`src/design/gmnc_pkg.sv`:
```
// ----------------------------------------------------------------------------
// gmnc_pkg: shared types and constants for the mine neighbor counter
// Grid limits, register indexes, pipeline word and result formats.
// ----------------------------------------------------------------------------
package gmnc_pkg;

  localparam int MAX_COLS   = 1024;
  localparam int COL_W      = $clog2(MAX_COLS);
  localparam int COLS_CFG_W = 11;
  localparam int ROW_W      = 16;
  localparam int CFG_DATA_W = 16;
  localparam int CFG_IDX_W  = 1;
  localparam int CNT_W      = 4;
  localparam int OUT_DATA_W = 8;
  localparam int IN_DATA_W  = 8;

  typedef enum logic [CFG_IDX_W-1:0] {
    REG_GRID_COLS = 1'b0,
    REG_GRID_ROWS = 1'b1
  } reg_idx_e;

  // one accepted word with its position flags, held in the window stage
  typedef struct packed {
    logic             cur;     // mine bit after masking
    logic             p_ge1;
    logic             p_ge2;
    logic             p_last;  // drain row: reported row is the last grid row
    logic             c_zero;
    logic             c_last;
    logic [COL_W-1:0] col;
  } item_t;

  typedef struct packed {
    logic             last_in_run;
    logic             end_of_grid;
    logic             end_of_row;
    logic [CNT_W-1:0] neighbor_count;
    logic             is_mine;
  } result_t;

  function automatic logic [1:0] pop3(input logic [2:0] x);
    pop3 = {1'b0, x[0]} + {1'b0, x[1]} + {1'b0, x[2]};
  endfunction

endpackage

```
`src/design/gmnc_row_mem.sv`:
```
// ----------------------------------------------------------------------------
// gmnc_row_mem: two-row line store
// One write and one registered read per cycle, with write-to-read forwarding.
// ----------------------------------------------------------------------------
module gmnc_row_mem (
  input  logic                      clk_i,
  input  logic                      rst_ni,
  input  logic                      rd_en_i,
  input  logic [gmnc_pkg::COL_W-1:0] rd_addr_i,
  input  logic                      wr_en_i,
  input  logic [gmnc_pkg::COL_W-1:0] wr_addr_i,
  input  logic [1:0]                wr_data_i,
  output logic [1:0]                rd_data_o
);

  logic [1:0] mem [gmnc_pkg::MAX_COLS];
  logic [1:0] rd_q;
  logic [1:0] byp_data_q;
  logic       byp_q;

  always_ff @(posedge clk_i) begin
    if (wr_en_i) begin
      mem[wr_addr_i] <= wr_data_i;
    end
    if (rd_en_i) begin
      rd_q       <= mem[rd_addr_i];
      byp_data_q <= wr_data_i;
    end
  end

  // forward a write that lands on the address read in the same cycle
  always_ff @(posedge clk_i or negedge rst_ni) begin
    if (!rst_ni) begin
      byp_q <= 1'b0;
    end else if (rd_en_i) begin
      byp_q <= wr_en_i && (wr_addr_i == rd_addr_i);
    end
  end

  assign rd_data_o = byp_q ? byp_data_q : rd_q;

endmodule

```
`src/design/gmnc_window.sv`:
```
// ----------------------------------------------------------------------------
// gmnc_window: 3x3 window stage
// Holds one word, forms the new window column and counts neighbor mines.
// ----------------------------------------------------------------------------
module gmnc_window (
  input  logic                       clk_i,
  input  logic                       rst_ni,
  input  logic                       clr_i,
  input  logic                       in_valid_i,
  input  gmnc_pkg::item_t            item_i,
  output logic                       ready_o,
  input  logic [1:0]                 rd_data_i,
  input  logic [1:0]                 space_i,
  output logic                       wr_en_o,
  output logic [gmnc_pkg::COL_W-1:0] wr_addr_o,
  output logic [1:0]                 wr_data_o,
  output logic [1:0]                 push_n_o,
  output gmnc_pkg::result_t          res0_o,
  output gmnc_pkg::result_t          res1_o
);

  gmnc_pkg::item_t   item_q;
  logic              valid_q;
  logic [5:0]        window_q;
  logic [5:0]        window_d;
  logic [5:0]        win;
  logic [2:0]        col3;
  logic              up;
  logic              mid;
  logic              emit0;
  logic              emit1;
  logic [1:0]        n;
  logic              adv;
  logic [3:0]        sum0;
  logic [3:0]        sum1;
  gmnc_pkg::result_t r0;
  gmnc_pkg::result_t r1;

  always_comb begin
    up    = item_q.p_ge2 & rd_data_i[1];
    mid   = item_q.p_ge1 & rd_data_i[0];
    col3  = {up, mid, item_q.cur};
    win   = item_q.c_zero ? 6'd0 : window_q;
    emit0 = item_q.p_ge1 & ~item_q.c_zero;
    emit1 = item_q.p_ge1 & item_q.c_last;
    n     = {1'b0, emit0} + {1'b0, emit1};
    adv   = valid_q && (n <= space_i);

    sum0 = {2'b00, gmnc_pkg::pop3(win[5:3])} + {2'b00, gmnc_pkg::pop3(win[2:0])}
         + {2'b00, gmnc_pkg::pop3(col3)};
    sum1 = {2'b00, gmnc_pkg::pop3(win[2:0])} + {2'b00, gmnc_pkg::pop3(col3)};

    r0.is_mine        = win[1];
    r0.neighbor_count = win[1] ? 4'd0 : sum0;
    r0.end_of_row     = 1'b0;
    r0.end_of_grid    = 1'b0;
    r0.last_in_run    = ~emit1;

    r1.is_mine        = col3[1];
    r1.neighbor_count = col3[1] ? 4'd0 : sum1;
    r1.end_of_row     = 1'b1;
    r1.end_of_grid    = item_q.p_last;
    r1.last_in_run    = 1'b1;

    window_d = {win[2:0], col3};
  end

  assign ready_o   = !valid_q || adv;
  assign wr_en_o   = adv;
  assign wr_addr_o = item_q.col;
  assign wr_data_o = {mid, item_q.cur};
  assign push_n_o  = adv ? n : 2'd0;
  assign res0_o    = emit0 ? r0 : r1;
  assign res1_o    = r1;

  always_ff @(posedge clk_i) begin
    if (in_valid_i) begin
      item_q <= item_i;
    end
  end

  always_ff @(posedge clk_i or negedge rst_ni) begin
    if (!rst_ni) begin
      valid_q  <= 1'b0;
      window_q <= 6'd0;
    end else begin
      if (in_valid_i) begin
        valid_q <= 1'b1;
      end else if (adv) begin
        valid_q <= 1'b0;
      end
      if (clr_i) begin
        window_q <= 6'd0;
      end else if (adv) begin
        window_q <= window_d;
      end
    end
  end

endmodule

```
`src/design/gmnc_out_fifo.sv`:
```
// ----------------------------------------------------------------------------
// gmnc_out_fifo: two-entry result buffer
// Takes one or two results per cycle and sends one word per cycle while the output is ready.
// ----------------------------------------------------------------------------
module gmnc_out_fifo (
  input  logic                                clk_i,
  input  logic                                rst_ni,
  input  logic [1:0]                          push_n_i,
  input  gmnc_pkg::result_t                   res0_i,
  input  gmnc_pkg::result_t                   res1_i,
  output logic [1:0]                          space_o,
  output logic                                m_axis_tvalid,
  input  logic                                m_axis_tready,
  output logic [gmnc_pkg::OUT_DATA_W-1:0]     m_axis_tdata,
  output logic                                m_axis_tlast
);

  gmnc_pkg::result_t slot_q [2];
  gmnc_pkg::result_t slot_d [2];
  logic [1:0]        count_q;
  logic [1:0]        count_d;
  logic [1:0]        cnt;
  logic              pop;

  always_comb begin
    pop       = (count_q != 2'd0) && m_axis_tready;
    slot_d[0] = slot_q[0];
    slot_d[1] = slot_q[1];
    cnt       = count_q;
    if (pop) begin
      slot_d[0] = slot_q[1];
      cnt       = count_q - 2'd1;
    end
    case (push_n_i)
      2'd1: slot_d[cnt[0]] = res0_i;
      2'd2: begin
        slot_d[0] = res0_i;
        slot_d[1] = res1_i;
      end
      default: ;
    endcase
    count_d = cnt + push_n_i;
  end

  always_ff @(posedge clk_i) begin
    slot_q[0] <= slot_d[0];
    slot_q[1] <= slot_d[1];
  end

  always_ff @(posedge clk_i or negedge rst_ni) begin
    if (!rst_ni) begin
      count_q <= 2'd0;
    end else begin
      count_q <= count_d;
    end
  end

  assign space_o       = 2'd2 - count_q;
  assign m_axis_tvalid = count_q != 2'd0;
  assign m_axis_tlast  = slot_q[0].last_in_run;
  assign m_axis_tdata  = {1'b0, slot_q[0].end_of_grid, slot_q[0].end_of_row,
                          slot_q[0].neighbor_count, slot_q[0].is_mine};

`ifndef SYNTH
  a_count_bound: assert property (@(posedge clk_i) disable iff (!rst_ni)
    count_q != 2'd3)
    else $error("result buffer overfilled");
`endif

endmodule

```
`src/design/grid_mine_neighbor_count.sv`:
```
// A cell's result is formed in the window stage from the word at (r+1,c+1), a
// last-column cell's from the word at (r+1,c); it then waits in the result buffer.
// Throughput: one word per cycle while the result buffer has room; a row end yields
// two results and stalls input while the two-entry result buffer drains to the output.
// Reset clears positions, window and buffer; grid_cols and grid_rows reset to 1.
// The line store is not cleared; rows above the grid are masked on read.
// ----------------------------------------------------------------------------
// grid_mine_neighbor_count: streaming minesweeper neighbor counter
// Raster cell stream in, per-cell mine flag and neighbor count out.
// ----------------------------------------------------------------------------
module grid_mine_neighbor_count (
  input  logic                                clk_i,
  input  logic                                rst_ni,
  input  logic                                s_axis_tvalid,
  output logic                                s_axis_tready,
  input  logic [gmnc_pkg::IN_DATA_W-1:0]      s_axis_tdata,  // [0] cell_is_mine
  input  logic                                s_axis_tuser,  // [0] mode
  output logic                                m_axis_tvalid,
  input  logic                                m_axis_tready,
  // [0] is_mine, [4:1] neighbor_count, [5] end_of_row, [6] end_of_grid
  output logic [gmnc_pkg::OUT_DATA_W-1:0]     m_axis_tdata,
  output logic                                m_axis_tlast,  // last_in_run
  input  logic                                cfg_we_i,
  input  logic [gmnc_pkg::CFG_IDX_W-1:0]      cfg_idx_i,
  input  logic [gmnc_pkg::CFG_DATA_W-1:0]     cfg_wdata_i
);

  logic [gmnc_pkg::COLS_CFG_W-1:0] grid_cols_q;
  logic [gmnc_pkg::ROW_W-1:0]      grid_rows_q;
  logic [gmnc_pkg::COLS_CFG_W-1:0] cols_eff;
  logic [gmnc_pkg::ROW_W-1:0]      rows_eff;
  logic [gmnc_pkg::COL_W-1:0]      col_last;
  logic [gmnc_pkg::COL_W-1:0]      col_q;
  logic [gmnc_pkg::ROW_W-1:0]      row_q;
  logic                            accept;
  gmnc_pkg::item_t                 item;
  logic [1:0]                      rd_data;
  logic                            wr_en;
  logic [gmnc_pkg::COL_W-1:0]      wr_addr;
  logic [1:0]                      wr_data;
  logic [1:0]                      space;
  logic [1:0]                      push_n;
  gmnc_pkg::result_t               res0;
  gmnc_pkg::result_t               res1;

  // clamp register values to the usable range
  always_comb begin
    if (grid_cols_q == '0) begin
      cols_eff = gmnc_pkg::COLS_CFG_W'(1);
    end else if (grid_cols_q > gmnc_pkg::COLS_CFG_W'(gmnc_pkg::MAX_COLS)) begin
      cols_eff = gmnc_pkg::COLS_CFG_W'(gmnc_pkg::MAX_COLS);
    end else begin
      cols_eff = grid_cols_q;
    end
    rows_eff = (grid_rows_q == '0) ? gmnc_pkg::ROW_W'(1) : grid_rows_q;
    col_last = gmnc_pkg::COL_W'(cols_eff - gmnc_pkg::COLS_CFG_W'(1));
  end

  assign accept = s_axis_tvalid && s_axis_tready;

  always_comb begin
    item.cur    = !s_axis_tuser && (row_q < rows_eff) && s_axis_tdata[0];
    item.p_ge1  = row_q != '0;
    item.p_ge2  = row_q > gmnc_pkg::ROW_W'(1);
    item.p_last = row_q == rows_eff;
    item.c_zero = col_q == '0;
    item.c_last = col_q == col_last;
    item.col    = col_q;
  end

  always_ff @(posedge clk_i or negedge rst_ni) begin
    if (!rst_ni) begin
      grid_cols_q <= gmnc_pkg::COLS_CFG_W'(1);
      grid_rows_q <= gmnc_pkg::ROW_W'(1);
      col_q       <= '0;
      row_q       <= '0;
    end else if (cfg_we_i) begin
      unique case (gmnc_pkg::reg_idx_e'(cfg_idx_i))
        gmnc_pkg::REG_GRID_COLS: grid_cols_q <= cfg_wdata_i[gmnc_pkg::COLS_CFG_W-1:0];
        gmnc_pkg::REG_GRID_ROWS: grid_rows_q <= cfg_wdata_i;
        default: ;
      endcase
      // restart the stream
      col_q <= '0;
      row_q <= '0;
    end else if (accept) begin
      if (col_q == col_last) begin
        col_q <= '0;
        row_q <= (row_q >= rows_eff) ? '0 : row_q + gmnc_pkg::ROW_W'(1);
      end else begin
        col_q <= col_q + gmnc_pkg::COL_W'(1);
      end
    end
  end

  gmnc_row_mem u_row_mem (
    .clk_i     (clk_i),
    .rst_ni    (rst_ni),
    .rd_en_i   (accept),
    .rd_addr_i (col_q),
    .wr_en_i   (wr_en),
    .wr_addr_i (wr_addr),
    .wr_data_i (wr_data),
    .rd_data_o (rd_data)
  );

  gmnc_window u_window (
    .clk_i      (clk_i),
    .rst_ni     (rst_ni),
    .clr_i      (cfg_we_i),
    .in_valid_i (accept),
    .item_i     (item),
    .ready_o    (s_axis_tready),
    .rd_data_i  (rd_data),
    .space_i    (space),
    .wr_en_o    (wr_en),
    .wr_addr_o  (wr_addr),
    .wr_data_o  (wr_data),
    .push_n_o   (push_n),
    .res0_o     (res0),
    .res1_o     (res1)
  );

  gmnc_out_fifo u_out_fifo (
    .clk_i         (clk_i),
    .rst_ni        (rst_ni),
    .push_n_i      (push_n),
    .res0_i        (res0),
    .res1_i        (res1),
    .space_o       (space),
    .m_axis_tvalid (m_axis_tvalid),
    .m_axis_tready (m_axis_tready),
    .m_axis_tdata  (m_axis_tdata),
    .m_axis_tlast  (m_axis_tlast)
  );

`ifndef SYNTH
  a_cfg_restart: assert property (@(posedge clk_i) disable iff (!rst_ni)
    cfg_we_i |=> (col_q == '0) && (row_q == '0))
    else $error("stream position not cleared by register write");
  a_col_range: assert property (@(posedge clk_i) disable iff (!rst_ni)
    !$past(cfg_we_i) |-> ({1'b0, col_q} < cols_eff))
    else $error("column position beyond row length");
  a_row_range: assert property (@(posedge clk_i) disable iff (!rst_ni)
    !$past(cfg_we_i) |-> (row_q <= rows_eff))
    else $error("row position beyond drain row");
`endif

endmodule

```
`config.mk`:
```
export PLATFORM = sky130hd
export DESIGN_NAME = grid_mine_neighbor_count
export DESIGN_NICKNAME = d
export VERILOG_FILES = /design/src/design/gmnc_pkg.sv /design/src/design/gmnc_row_mem.sv /design/src/design/gmnc_window.sv /design/src/design/gmnc_out_fifo.sv /design/src/design/grid_mine_neighbor_count.sv
export SDC_FILE = /design/constraint.sdc
export NUM_CORES = 2
export LEC_CHECK = 0
export BUFFER_PORTS_ARGS = -buffer_cell sky130_fd_sc_hd__buf_2
export CAP_MARGIN = 0
export CORE_UTILIZATION = 30
export CTS_BUF_LIST = sky130_fd_sc_hd__clkbuf_4
export DETAILED_ROUTE_END_ITERATION = 16
export GPL_ROUTABILITY_DRIVEN = 1
export PLACE_DENSITY = 0.5
export SLEW_MARGIN = 30
export SYNTH_ARGS = -nofsm -noshare
export SYNTH_HDL_FRONTEND = slang
export SYNTH_SLANG_ARGS = --single-unit
```
`constraint.sdc`:
```
create_clock -name clk_i -period 20.7 [get_ports clk_i]
set_input_delay 4.14 -clock clk_i [delete_from_list [all_inputs] [get_ports clk_i]]
set_output_delay 4.14 -clock clk_i [all_outputs]
set_load 0.01 [all_outputs]
```
==> flow_summary_export.csv <==
group,metric,value,unit
power_and_ir_drop,clockPowerShare,34.0,%
routing,routed_wl,260,mm
critical_path,required,16.56,ns
yosys,yosys_warnings,0,
critical_path,cp_max_fo,9,
critical_path,r2r_end,"u_row_mem.rd_q[0]",
clocking,numCtsBuffers,587,
critical_path,start_kind,"flop",
cells_and_area,fillers,28200,
die,initial_core_util,30.2,%
placed_design,io_buffers,33,
critical_path,worstPathArrival,3.69,ns
yosys,ys_types,75,
yosys,yosysTopAreaCell,"edfxtp_1",
global_routing,antenna_found_initial,22,
critical_path,cpPeakStageDelay,0.48,ns
yosys,synth_top_area_share,70.6,%
power_and_ir_drop,p_leak,0.0310,µW
sta,hold_violations,0,
sta,post-route-period-util,37.8,%
clocking,cts_root_buf,"clkbuf_4",
routing,drc,0,
critical_path,critPathSlowestCell,"edfxtp_1",
clocking,cts_max_path_buffers,4,
power_and_ir_drop,p_per_area,108,nW/µm²
routing,drt_iter0_drc,5418,
placed_design,globalplace.congestion,0.767,
clocking,htreeDepth,6,
yosys,synth_flop_cell,"edfxtp_1",
yosys,yosysSeqAreaShare,72.6,%
yosys,synthCells,5238,
sta,setup-violations-final,0,
routing,vias,50700,
yosys,syn_area_per_cell,16.9,µm²
die,die_h,544,µm
clocking,tritoncts,"yes",
sta,max_slew_margin,27.7,%
cells_and_area,multi_input_area,22900,µm²
placed_design,hpwl,135,mm
sta,fin_crit,7.83,ns
clocking,cts_sinks,2147,
routing,dr.pass1.iters,6,
routing,viasPerCell,5.14,
yosys,ys_top_cells_by_area,"edfxtp_1, mux4_2, nor2_1",
critical_path,r2r_start,"col_q[1]",
power_and_ir_drop,power_frac_seq,47.6,%
critical_path,r2r_slack,14.11,ns
clocking,holdBufCountCts,0,
clocking,ctsResizeCount,0,
power_and_ir_drop,p_comb_share,18.4,%
yosys,ys_ff_latch,2147,
yosys,syn-cell-area,88300,µm²
power_and_ir_drop,power,10900,µW
routing,top_layer,"met5",
cells_and_area,num-nets-final,5641,
power_and_ir_drop,internal-power,7750,µW
clocking,clock_latency,1.38,ns
yosys,synth_enable_flop_cells,2076,
sta,max_freq,128,MHz
routing,wl_met3,18.9,mm
critical_path,cp_num_buf_inv,3,
cells_and_area,synthToLayoutAreaGrowth,13.8,%
critical_path,crit_type,"flop to primary output",
global_routing,grt_pass1_wl,370,mm
sta,finalSetupTns,0,ns
power_and_ir_drop,ir_drop,0.0846,mV
min_path,hold_class,"flop to flop",
global_routing,grt_pass1_vias,52500,
sta,slew_violations,0,
die,num_rows,198,
min_path,whs_path_depth,2,
power_and_ir_drop,swShare,28.7,%
routing,wl_met1,111,mm
routing,wire_per_inst,26.3,µm
run,cap_violations,0,
yosys,async_flop_share,2.93,%
die,fp.coreArea,292000,µm²
critical_path,reg2regPathDepth,13,
clocking,post_cts_buffers,0,
routing,drtAntennaViolNets,0,
placed_design,dp.cells,8880,
die,dieArea,296000,µm²
global_routing,grt_max_degree,222,
global_routing,grt_overflow,0,
min_path,worstHoldEndpoint,"u_window.window_q[2]",
critical_path,crit_chain,"nand2b_1 -> inv_1 -> ha_1 -> ha_1 -> nor2b_1 -> o21ai_0 -> inv_1 -> nand2_1 -> buf_2",
cells_and_area,finalNonFillerCells,9864,
sta,rsz0062_at_grt,"false",
die,io-pin-count,42,
die,die_w,544,µm
clocking,cts.clk_slew.worst_paths,0.07,ns
min_path,min_from,"u_window.window_q[2]",
global_routing,track_usage,17.3,%
cells_and_area,drive_gt1_share,27.6,%
status,status,"completed",
routing,wl_met2,123,mm
yosys,syn_nets,5308,
sta,finClkSkew,0.114,ns
critical_path,cp-end-kind,"primary output",
power_and_ir_drop,switching_power,3120,µW
cells_and_area,area.sequential,64100,µm²
sta,worst_pin_slew,1.08,ns
critical_path,cp_top_family,"simple AND/OR/NAND/NOR gates",
through the flow:
step	setup slack (ns)	instance area (µm²)	utilization, %	hold slack, ns
2_1_floorplan	5.13	88300	-	0.423
3_3_place_gp	14.00	93100	31.9	0.500
3_5_place_dp	13.98	93300	32.0	0.492
4_1_cts	12.66	100000	34.4	0.518
5_1_grt	12.49	100000	34.4	0.540
6_report	12.87	100000	34.4	0.516
routing by layer:
layer / vias up / GRT usage, %
li1: 21500 / -
met3: 468 / 3.12
met2: 2100 / 27.7
met1: 26600 / 23.8
met5: - / 0
met4: 4 / 5.67
registers in the layout, summed over array words and instances (netlist names), 2 cells and up:
signal / cells
u_window.wr_addr_o: 10
u_row_mem.byp_data_q: 2
grid_cols_q: 11
u_window.window_q: 6
u_out_fifo.slot_q: 16
row_q: 16
grid_rows_q: 16
u_window.item_q: 4
u_row_mem.mem: 2048
u_out_fifo.count_q: 2
u_row_mem.rd_q: 2
col_q: 10
how the worst max path moves through the flow:
stage / end / startpoint / slack (ns) / depth (start not counted)
after floorplan: u_out_fifo.slot_q[0][11] / u_window.wr_data_o[0] / 5.13 / 11
after global placement: row_q[9] / s_axis_tvalid / 14.00 / 6
after detailed placement: row_q[9] / s_axis_tvalid / 13.98 / 6
after CTS: s_axis_tready / u_window.item_q[11] / 12.66 / 9
after global routing: s_axis_tready / u_window.item_q[11] / 12.49 / 9
final: s_axis_tready / u_window.item_q[11] / 12.87 / 9
power groups by stage:
stage | Combinational [µW] | Clock (µW) | Sequential, µW
floorplan | 1220 | 0 | 5630
CTS | 2020 | 3800 | 5180
global placement | 1990 | 0 | 5270
finish | 2000 | 3690 | 5180
global route | 2140 | 4000 | 5180
detailed placement | 2020 | 0 | 5270
cell usage in the layout (no fill, tap or decap), types with 8 or more instances in the layout:
cell	netlist	layout
o211ai_1	9	9
clkinv_1	1	100
nand2b_1	23	23
nand3_1	34	34
inv_1	49	47
buf_4	8	119
o22ai_1	43	43
nand2_1	160	117
buf_12	0	8
a21oi_1	73	73
a221oi_1	58	58
nand2_2	0	11
dfxtp_1	8	8
clkinv_2	0	18
nand4_1	9	9
ha_1	33	33
nor4_1	18	18
a22o_1	61	61
mux4_2	482	482
nand2_4	0	14
a22oi_1	106	106
mux2_2	27	27
edfxtp_1	2076	2076
nor2b_1	16	10
or3_1	14	14
a31oi_1	15	15
o21ai_1	13	13
buf_2	23	33
mux2i_1	111	111
nor3_1	37	34
nor2_1	1095	1087
inv_2	2	8
diode_2	0	13
xnor2_1	17	16
o21ai_0	47	47
nand2_8	0	18
dfrtp_1	61	57
clkbuf_4	0	836
kinds of logic (layout without fill, tap and decap cells):
logic type,count (synthesis),in the layout,synth area share [%]
multiplexers,620,620,13.9
buffers and inverters,478,1191,2.11
flip-flops,2147,2147,72.6
XOR/XNOR,25,25,0.264
other,1,14,0.00425
adder cells (fa/ha/maj),39,39,0.604
AND/OR/NAND/NOR,1451,1451,6.69
AO/OA/AOI/OAI,477,477,3.83
Yosys cell counts, drive strengths merged (5+ instances only):
library cell and count:
and2 7, clkbuf 327, nand4 9, a21oi 73, nor2 1095, a211oi 5
mux2 27, a32oi 5, a22o 61, nor3b 12, xnor2 17, or4 5
nor2b 16, a221oi 58, dfxtp 8, inv 51, nor4 18, buf 99
nor3 37, a31oi 15, nand2 160, or2 5, o21ai 60, or3 14
fa 6, and3 8, a22oi 106, a21o 5, mux4 482, nand3 34
ha 33, o22ai 43, o211ai 9, dfrtp 61, xor2 7, edfxtp 2076
mux2i 111, nand2b 23
tightest hold or removal path: cells and delay by family, from the launching register on:
family,cells,cell delay [ns]
compound gates,1,0.06
simple gates,1,0.07
flops,1,0.35
final cells by class:
| cell class | count | area share (%) |
|---|---|---|
| Sequential cell | 2147 | 63.8 |
| Multi-Input combinational cell | 2613 | 22.8 |
| Clock buffer | 836 | 6.25 |
| Tap cell | 3900 | 4.86 |
| Timing Repair Buffer | 170 | 1.37 |
| Clock inverter | 133 | 0.721 |
| Inverter | 52 | 0.202 |
| Antenna cell | 13 | 0.0324 |
Power figures use the tool's default switching activity.
